===== src/rtl/u8clip_pkg.sv =====
package u8clip_pkg;

	// Field and register widths
	localparam int unsigned BYTE_W   = 8;
	localparam int unsigned LIMIT_W  = 16;
	localparam int unsigned LINE_W   = 16;
	localparam int unsigned COLUMN_W = 17;

	// Register index codes on the configuration port
	localparam int unsigned CFG_IDX_W = 1;
	typedef enum logic [CFG_IDX_W-1:0] {
		CFG_MAX_LINES   = 1'b0,
		CFG_MAX_COLUMNS = 1'b1
	} cfg_idx_t;

	// Register reset values
	localparam logic [LIMIT_W-1:0] MAX_LINES_RST   = 16'd200;
	localparam logic [LIMIT_W-1:0] MAX_COLUMNS_RST = 16'd2000;

	// Character codes
	localparam logic [BYTE_W-1:0] CH_CR     = 8'h0D;
	localparam logic [BYTE_W-1:0] CH_LF     = 8'h0A;
	localparam logic [BYTE_W-1:0] CONT_MASK = 8'hC0;
	localparam logic [BYTE_W-1:0] CONT_MARK = 8'h80;
	localparam logic [BYTE_W-1:0] CH_SPACE  = 8'h20;
	localparam logic [BYTE_W-1:0] CH_DOT    = 8'h2E;

	// Saturation points
	localparam logic [LINE_W-1:0]   LINE_SAT   = '1;
	localparam logic [COLUMN_W-1:0] COLUMN_SAT = '1;

	// Ellipsis run: four bytes, last one flagged
	localparam int unsigned RUN_IDX_W = 2;
	localparam logic [RUN_IDX_W-1:0] RUN_LAST = 2'd3;

	// Decision for one byte, passed from the clipper core to the output stage
	typedef struct packed {
		logic              emit;
		logic              ellipsis;
		logic [BYTE_W-1:0] data;
	} clip_dec_t;

	function automatic logic [BYTE_W-1:0] ellipsis_byte(input logic [RUN_IDX_W-1:0] idx);
		logic [BYTE_W-1:0] b;
		b = (idx == '0) ? CH_SPACE : CH_DOT;
		return b;
	endfunction

endpackage


===== src/rtl/utf8_text_line_column_clipper.sv =====
// UTF-8 line and column clipper.
// An accepted byte's result is registered in the output register and shows on the next cycle.
// Throughput: one input byte per cycle while out_ready is high; an ellipsis byte
// becomes a run of four output bytes, with in_ready low until its last byte is taken.
// Reset (arst_n, asynchronous): counters and flags cleared, output empty,
// max_lines = 200, max_columns = 2000.
module utf8_text_line_column_clipper (
	input  logic                           clk,
	input  logic                           arst_n,
	// configuration write port
	input  logic                           cfg_we,
	input  logic [u8clip_pkg::CFG_IDX_W-1:0] cfg_index,
	input  logic [u8clip_pkg::LIMIT_W-1:0]   cfg_wdata,
	// input channel
	input  logic                           in_valid,
	output logic                           in_ready,
	input  logic [u8clip_pkg::BYTE_W-1:0]    text_byte,
	input  logic                           start_of_text,
	// output channel
	output logic                           out_valid,
	input  logic                           out_ready,
	output logic [u8clip_pkg::BYTE_W-1:0]    out_byte,
	output logic                           last_of_run
);
	import u8clip_pkg::*;

	logic [LIMIT_W-1:0]   max_lines_q;
	logic [LIMIT_W-1:0]   max_columns_q;
	logic                 fire;
	logic                 pop;
	clip_dec_t            dec;

	logic                 out_valid_q;
	logic                 ell_q;
	logic [BYTE_W-1:0]    byte_q;
	logic [RUN_IDX_W-1:0] idx_q;

	// Configuration registers
	always_ff @(posedge clk or negedge arst_n) begin
		if (!arst_n) begin
			max_lines_q   <= MAX_LINES_RST;
			max_columns_q <= MAX_COLUMNS_RST;
		end else if (cfg_we) begin
			unique case (cfg_idx_t'(cfg_index))
				CFG_MAX_LINES:   max_lines_q   <= cfg_wdata;
				CFG_MAX_COLUMNS: max_columns_q <= cfg_wdata;
				default: ;
			endcase
		end
	end

	// Handshakes: take a new byte once the run in the output register ends
	assign pop      = out_valid_q && out_ready;
	assign in_ready = !out_valid_q || (out_ready && last_of_run);
	assign fire     = in_valid && in_ready;

	u8clip_core u_core (
		.clk          (clk),
		.arst_n       (arst_n),
		.fire         (fire),
		.text_byte    (text_byte),
		.start_of_text(start_of_text),
		.max_lines    (max_lines_q),
		.max_columns  (max_columns_q),
		.dec          (dec)
	);

	// Output register control
	always_ff @(posedge clk or negedge arst_n) begin
		if (!arst_n) begin
			out_valid_q <= 1'b0;
			idx_q       <= '0;
		end else begin
			if (pop) begin
				if (last_of_run) begin
					out_valid_q <= 1'b0;
				end else begin
					idx_q <= idx_q + 1'b1;
				end
			end
			if (fire && dec.emit) begin
				out_valid_q <= 1'b1;
				idx_q       <= '0;
			end
		end
	end

	// Output register payload
	always_ff @(posedge clk) begin
		if (fire && dec.emit) begin
			ell_q  <= dec.ellipsis;
			byte_q <= dec.data;
		end
	end

	assign out_valid   = out_valid_q;
	assign out_byte    = ell_q ? ellipsis_byte(idx_q) : byte_q;
	assign last_of_run = !ell_q || (idx_q == RUN_LAST);

endmodule


===== src/rtl/u8clip_core.sv =====
module u8clip_core (
	input  logic                          clk,
	input  logic                          arst_n,
	input  logic                          fire,
	input  logic [u8clip_pkg::BYTE_W-1:0]  text_byte,
	input  logic                          start_of_text,
	input  logic [u8clip_pkg::LIMIT_W-1:0] max_lines,
	input  logic [u8clip_pkg::LIMIT_W-1:0] max_columns,
	output u8clip_pkg::clip_dec_t         dec
);
	import u8clip_pkg::*;

	logic [LINE_W-1:0]   line_count_q;
	logic [COLUMN_W-1:0] column_count_q;
	logic                overflowed_q;
	logic                ended_q;

	logic [LINE_W-1:0]   line_cur, line_nxt;
	logic [COLUMN_W-1:0] col_cur, col_nxt;
	logic                ovf_cur, ovf_nxt;
	logic                end_cur, end_nxt;
	logic [LINE_W-1:0]   line_inc;
	logic [COLUMN_W-1:0] col_inc;

	// Start of text clears the state ahead of this byte
	assign line_cur = start_of_text ? '0 : line_count_q;
	assign col_cur  = start_of_text ? '0 : column_count_q;
	assign ovf_cur  = start_of_text ? 1'b0 : overflowed_q;
	assign end_cur  = start_of_text ? 1'b0 : ended_q;

	// Saturating increments
	assign line_inc = (line_cur < LINE_SAT) ? line_cur + 1'b1 : line_cur;
	assign col_inc  = (col_cur < COLUMN_SAT) ? col_cur + 1'b1 : col_cur;

	// Per-byte decision and next state
	always_comb begin
		line_nxt     = line_cur;
		col_nxt      = col_cur;
		ovf_nxt      = ovf_cur;
		end_nxt      = end_cur;
		dec.emit     = 1'b0;
		dec.ellipsis = 1'b0;
		dec.data     = text_byte;
		if (end_cur || text_byte == CH_CR) begin
			// nothing passes
		end else if (text_byte == CH_LF) begin
			line_nxt = line_inc;
			if (line_inc >= max_lines) begin
				end_nxt = 1'b1;
			end else begin
				col_nxt  = '0;
				ovf_nxt  = 1'b0;
				dec.emit = 1'b1;
			end
		end else if (!ovf_cur) begin
			dec.emit = 1'b1;
			if ((text_byte & CONT_MASK) != CONT_MARK) begin
				col_nxt = col_inc;
				if (col_inc > {1'b0, max_columns}) begin
					ovf_nxt      = 1'b1;
					dec.ellipsis = 1'b1;
				end
			end
		end
	end

	// Text state, updated on each input transfer
	always_ff @(posedge clk or negedge arst_n) begin
		if (!arst_n) begin
			line_count_q   <= '0;
			column_count_q <= '0;
			overflowed_q   <= 1'b0;
			ended_q        <= 1'b0;
		end else if (fire) begin
			line_count_q   <= line_nxt;
			column_count_q <= col_nxt;
			overflowed_q   <= ovf_nxt;
			ended_q        <= end_nxt;
		end
	end

endmodule


===== config.mk =====
export PLATFORM = sky130hd
export DESIGN_NAME = utf8_text_line_column_clipper
export DESIGN_NICKNAME = d
export VERILOG_FILES = /design/src/rtl/u8clip_pkg.sv /design/src/rtl/utf8_text_line_column_clipper.sv /design/src/rtl/u8clip_core.sv
export SDC_FILE = /design/constraint.sdc
export NUM_CORES = 1
export LEC_CHECK = 0
export ABC_AREA = 1
export BUFFER_PORTS_ARGS = -buffer_cell sky130_fd_sc_hd__clkbuf_2
export CAP_MARGIN = 25
export CORE_MARGIN = 1.5
export CORE_UTILIZATION = 65
export DETAILED_ROUTE_END_ITERATION = 7
export GPL_ROUTABILITY_DRIVEN = 0
export PLACE_DENSITY = 0.85
export SLEW_MARGIN = 20
export SYNTH_ARGS = -nofsm -noshare
export SYNTH_HDL_FRONTEND = slang
export SYNTH_SLANG_ARGS = --single-unit

===== constraint.sdc =====
create_clock -name clk -period 6.9 [get_ports clk]
set_input_delay 0.69 -clock clk [delete_from_list [all_inputs] [get_ports clk]]
set_output_delay 0.69 -clock clk [all_outputs]
set_load 0.01 [all_outputs]

==> results.py, run 1 <==
metrics = {
    "timing": {
        "rsz0062_at_grt": "no",
        "timing.setup.tns_ns": 0,
        "final-setup-viol-count": 0,
        "period_share_pct": 64.5,
        "fin_skew_ns": 0.00803,
        "max_slew.worst_pin.slew_ns": 1.03,
        "fin_crit_ns": 4.45,
        "maxSlewViolCount": 0,
        "slew_headroom_pct": 31.1,
        "max_freq_mhz": 225,
        "finalHoldViolCount": 0,
    },
    "global_routing": {
        "busiest_layer": "met2",
        "grt_usage_pct": 31.4,
        "overflow": 0,
        "use_met1_pct": 38.5,
        "grt_pass1_wl_mm": 24.2,
        "grt_max_degree": 71,
        "met3_usage_pct": 4.96,
        "first_global_vias": 5351,
        "grtUsageMet2_pct": 52.5,
        "grt_antenna_before_repair": 0,
    },
    "detailed_routing": {
        "drc_errors": 0,
        "drt_first_pass_iters": 7,
        "drt-total-wl_mm": 14.2,
        "viasPerCell": 5.67,
        "wl_per_cell_um": 14.8,
        "num_vias": 5452,
        "ant_nets": 0,
        "first_iter_violations": 435,
    },
    "yosys": {
        "synth_top_cell_by_area": "dfrtp_1",
        "yosysTopAreaCellShare_pct": 26.2,
        "yosys_register_bits": 79,
        "synth_edf_count": 9,
        "syn_avg_cell_area_sq_um": 7.17,
        "syn_nets": 880,
        "synthTopCellsByArea": "dfrtp_1 26%, nand2_1 12%, inv_1 8.8%",
        "synth-async-reset-ratio_pct": 88.6,
        "synthesis.instances": 813,
        "syn_area_sq_mm": 0.00583,
        "yosysSeqAreaShare_pct": 34.9,
        "synth_cell_types": 43,
        "yosys_warnings": 0,
        "ys.flop_type": "dfrtp_1",
    },
    "critical_path": {
        "worst-setup-path-type": "primary input to flip-flop",
        "cp-start-kind": "primary input",
        "required_ns": 6.98,
        "reg2reg_slack_ns": 3.02,
        "r2r_start": "u_core.line_count_q[0]",
        "critPathMaxFanout": 25,
        "endpoint_kind": "flip-flop",
        "worstReg2RegEnd": "byte_q[2]",
        "rr_worst_depth": 20,
        "crit_arrival_ns": 4.52,
    },
    "pwr": {
        "irDropWorstVdd_v": 0.000145,
        "cellLeakagePower_nw": 3.26,
        "p_per_area_mw_per_mm2": 248,
    },
    "final_layout": {
        "final_common_cell": "nand2_1",
        "layout-drive-gt1-share_pct": 14.5,
        "num-fill-cells": 690,
        "layoutNonFillerInstCount": 961,
        "nNetsFinal": 915,
        "final_cell_mix": "188 x nand2_1, 136 x inv_1, 84 x nor2_1",
        "area_growth_pct": 8.22,
        "antenna_cells": 0,
    },
    "clocking": {
        "cts_hold_buf": 0,
        "cts_buffer_depth": 2,
        "tritoncts": "done",
        "htree_levels": 3,
        "insertion_delay_ns": 0.37,
        "clk_pin_slew_ns": 0.09,
        "post_cts_buffers": 0,
        "clock_tree.root_cell": "clkbuf_8",
        "cts_made_buffers": 9,
        "cts.sinks": 79,
        "postCtsResizedCells": 0,
    },
    "floorplan": {
        "die_y_um": 97.7,
        "start_util_pct": 66.9,
        "die_w_um": 97.7,
        "rows": 34,
        "ios": 42,
        "core_area_sq_mm": 0.00872,
        "die-area_sq_mm": 0.00955,
    },
    "hold_path": {
        "holdPathStages": 2,
        "min_from": "max_columns_q[3]",
        "worstHoldPathType": "flip-flop to flip-flop",
        "hold_end": "max_columns_q[3]",
    },
    "placement": {
        "dp.cells": 944,
        "port_buffers": 41,
        "hpwl_mm": 10.6,
    },
    "run_status": {
        "status": "completed",
    },
    "run": {
        "maxCapViolCount": 0,
    },
}
[state kept, by name, summed over array words and instances, names as in the netlist]
signal / cells
max_columns_q: 16
out_valid: 1
u_core.overflowed_q: 1
max_lines_q: 16
u_core.line_count_q: 16
u_core.ended_q: 1
byte_q: 8
u_core.column_count_q: 17
ell_q: 1
idx_q: 2
[critical path, stage by stage]
cell and delay [ns]:
clkbuf_2 0.48, nor2_1 0.42, ha_1 0.25, nand3_2 0.13, nor2_4 0.15, nand2_1 0.12
nor3_4 0.18, a21oi_1 0.13, nand2_1 0.11, xnor2_1 0.16, inv_1 0.08, ha_1 0.30
nand2_1 0.06, o21ai_0 0.08, a21oi_1 0.23, nand4_1 0.28, nor2_1 0.22, nor2_1 0.08
nor3_1 0.13, buf_4 0.23
[report_power, final]
part           leakage, nW  internal [mW]  switching, mW  total [mW]
clock                0.111          0.194          0.194       0.388
sequential           0.955          0.563         0.0737       0.637
combinational         2.20          0.188          0.354       0.542
total                 3.26          0.946          0.621        1.57
[routing by layer]
layer	part of all wire, %	routed length (um)	vias up
met4	4.8	682	0
met2	48	6790	232
met1	41	5810	2505
met3	6.8	965	56
li1	-	-	2659
met5	0	0	-
[cell usage after synthesis (6+ instances only)]
library cell / n
a21oi_1: 43
clkbuf_1: 10
dfrtp_1: 61
dfstp_2: 9
edfxtp_1: 9
ha_1: 36
inv_1: 136
inv_2: 6
nand2_1: 188
nand2_2: 11
nand3_1: 37
nand4_1: 12
nor2_1: 84
nor2_2: 12
nor2_4: 6
nor3_1: 7
o21ai_0: 54
o21ai_1: 10
o22ai_1: 7
xnor2_1: 8
xor2_1: 19
[worst max path at each step]
stage,slack [ns],start,cells after the start,end
floorplan,2.29,start_of_text,22,byte_q[0]
global placement,2.38,start_of_text,21,byte_q[1]
detailed placement,2.13,start_of_text,21,out_valid
CTS,2.51,start_of_text,21,out_valid
global route,2.06,start_of_text,21,byte_q[3]
finish,2.45,start_of_text,20,byte_q[2]
[area by class of cell]
cell class / instances / area (sq um) / area share (%)
Clock buffer: 10 / 149 / 2.36
Clock inverter: 6 / 72.6 / 1.15
Multi-Input combinational cell: 570 / 3140 / 49.8
Tap cell: 108 / 135 / 2.14
Inverter: 144 / 543 / 8.60
Timing Repair Buffer: 44 / 235 / 3.73
Sequential cell: 79 / 2030 / 32.2
[through the flow]
step,instance area [sq um],setup WS [ns],utilization [%],hold slack [ns],power (mW)
floorplan,5830,2.29,-,0.394,1.02
global placement,6070,2.38,69.7,0.472,1.14
detailed placement,6070,2.13,69.7,0.475,1.17
CTS,6300,2.51,72.2,0.496,1.56
global route,6310,2.06,72.4,0.516,1.67
finish,6310,2.45,72.4,0.492,1.57
[cell families (layout without fill, tap and decap cells)]
logic type,after synthesis,after routing,synth area share (%)
adder cells (fa/ha/maj),36,36,7.72
buffers and inverters,164,204,11.2
flip-flops,79,79,34.9
XOR/XNOR,27,27,4.05
AND/OR/NAND/NOR,378,378,30.2
AO/OA/AOI/OAI,129,129,11.9
Note: power is estimated with default switching activity, not from simulation.
==> run 2: changes to the inputs <==
CORE_UTILIZATION = 62   (was 65)
PLACE_DENSITY = 0.82   (was 0.85)
clock period = 4.3 ns   (was 6.9 ns; I/O delays follow)
==> results.py, run 2 (synthesis results as in run 1) <==
metrics = {
    "detailed_routing": {
        "ant_nets": 0,
        "wl_per_cell_um": 15.2,
        "num_vias": 5419,
        "viasPerCell": 5.59,
        "drt_first_pass_iters": 6,
        "drt-total-wl_mm": 14.7,
        "first_iter_violations": 256,
        "drc_errors": 0,
    },
    "timing": {
        "maxSlewViolCount": 0,
        "max_slew.worst_pin.slew_ns": 0.926,
        "max_freq_mhz": 258,
        "fin_crit_ns": 3.88,
        "final-setup-viol-count": 0,
        "finalHoldViolCount": 0,
        "timing.setup.tns_ns": 0,
        "slew_headroom_pct": 38.1,
        "whs_ns": 0.249,
        "period_share_pct": 90.3,
        "rsz0062_at_grt": "no",
        "fin_skew_ns": 0.0151,
    },
    "clocking": {
        "clk_pin_slew_ns": 0.09,
        "htree_levels": 3,
        "postCtsResizedCells": 0,
        "cts_buffer_depth": 2,
        "cts.sinks": 79,
        "cts_made_buffers": 9,
        "tritoncts": "done",
        "insertion_delay_ns": 0.38,
        "clock_tree.root_cell": "clkbuf_8",
    },
    "critical_path": {
        "worst-setup-path-type": "flip-flop to flip-flop",
        "path_delay_family": "simple AND/OR/NAND/NOR gates",
        "crit_arrival_ns": 3.96,
        "worstPathBufferInverterCount": 3,
        "critPathMaxFanout": 12,
        "path_cells": "inv_1 -> nor2_1 -> ha_1 -> nand3_2 -> nor2_4 -> nand2_1 -> nor3_4 -> nand2_2 -> a21oi_1 -> inv_1 -> ha_1 -> a21oi_1 -> o21ai_0 -> nand2_1 -> nand2_1 -> nand2_1 -> nand4_1 -> nor2_1 -> nor2_1 -> nor3_2 -> buf_4",
        "endpoint_kind": "flip-flop",
        "max_stage_delay_ns": 0.38,
        "crit_slowest_cell": "dfrtp_1",
        "cp_common_cell": "nand2_1",
        "required_ns": 4.38,
        "cp-start-kind": "flip-flop",
    },
    "global_routing": {
        "grt_antenna_before_repair": 0,
        "grt_max_degree": 41,
        "grt_pass1_wl_mm": 24.8,
        "grt_usage_pct": 31.7,
        "first_global_vias": 5507,
        "overflow": 0,
    },
    "final_layout": {
        "area_growth_pct": 8.69,
        "final_common_cell": "nand2_1",
        "antenna_cells": 0,
        "largest_reg_flops": 17,
        "top_register": "u_core.column_count_q",
        "nNetsFinal": 921,
        "layout-drive-gt1-share_pct": 15.0,
        "final_cell_mix": "188 x nand2_1, 136 x inv_1, 84 x nor2_1",
    },
    "floorplan": {
        "core_area_sq_mm": 0.00920,
        "die_w_um": 100,
        "rows": 35,
        "ios": 42,
        "start_util_pct": 63.4,
        "die-area_sq_mm": 0.0100,
        "die_y_um": 100,
    },
    "placement": {
        "hpwl_mm": 11.2,
        "port_buffers": 41,
    },
    "pwr": {
        "cellLeakagePower_nw": 3.28,
        "p_per_area_mw_per_mm2": 388,
        "finalPower_mw": 2.46,
        "irDropWorstVdd_v": 0.000226,
    },
    "run_status": {
        "status": "completed",
    },
    "hold_path": {
        "worstHoldPathType": "primary input to flip-flop",
    },
    "run": {
        "maxCapViolCount": 0,
    },
}
[run 2: final timing paths]
check	slack [ns]	start	to	depth (start not counted)
max	0.42	u_core.line_count_q[0]	byte_q[6]	21
min	0.25	text_byte[0]	byte_q[0]	1
max reg2reg	0.42	u_core.line_count_q[0]	byte_q[6]	21
min reg2reg	0.49	max_columns_q[9]	max_columns_q[9]	2
max in group asynchronous	3.11	arst_n	max_columns_q[7]	3
min in group asynchronous	0.45	arst_n	u_core.column_count_q[3]	2
[run 2: cell type report]
class                      instances  area [sq um]
tap                              111           139
sequential                        79          2030
timing repair buffer              50           288
inverter                         144           543
clock buffer                      10           128
fill                             768          2860
multi-input combinational        570          3150
clock inverter                     6          60.1
[run 2: report_power, final]
part	internal (mW)	switching, mW	total (mW)	leakage, nW
Combinational	0.308	0.574	0.882	2.23
Sequential	0.904	0.119	1.02	0.955
Clock	0.267	0.287	0.554	0.100
Total	1.48	0.980	2.46	3.28
[run 2: metal layers]
metal	routed length, um	GRT usage (%)	vias up
li1	-	-	2664
met1	6030	35.8	2470
met2	7210	55.7	232
met3	867	6.27	53
met4	595	18.3	0
met5	0	0	-
[run 2: timing repair]
action                    in CTS  in global routing
hold buffers                   0                  1
hold endpoints to repair       0                  9
buffers inserted               0                  0
[run 2: per-stage QoR]
stage          instance area (sq um)  utilization (%)  instances  worst slack, ns
4_1_cts                         6310             68.6        968            0.489
3_3_place_gp                    6120             66.6        952            0.483
2_1_floorplan                   5840                -        813            0.284
3_5_place_dp                    6120             66.6        952            0.272
5_1_grt                         6340             68.9        970           0.0726
6_report                        6340             68.9        970            0.418
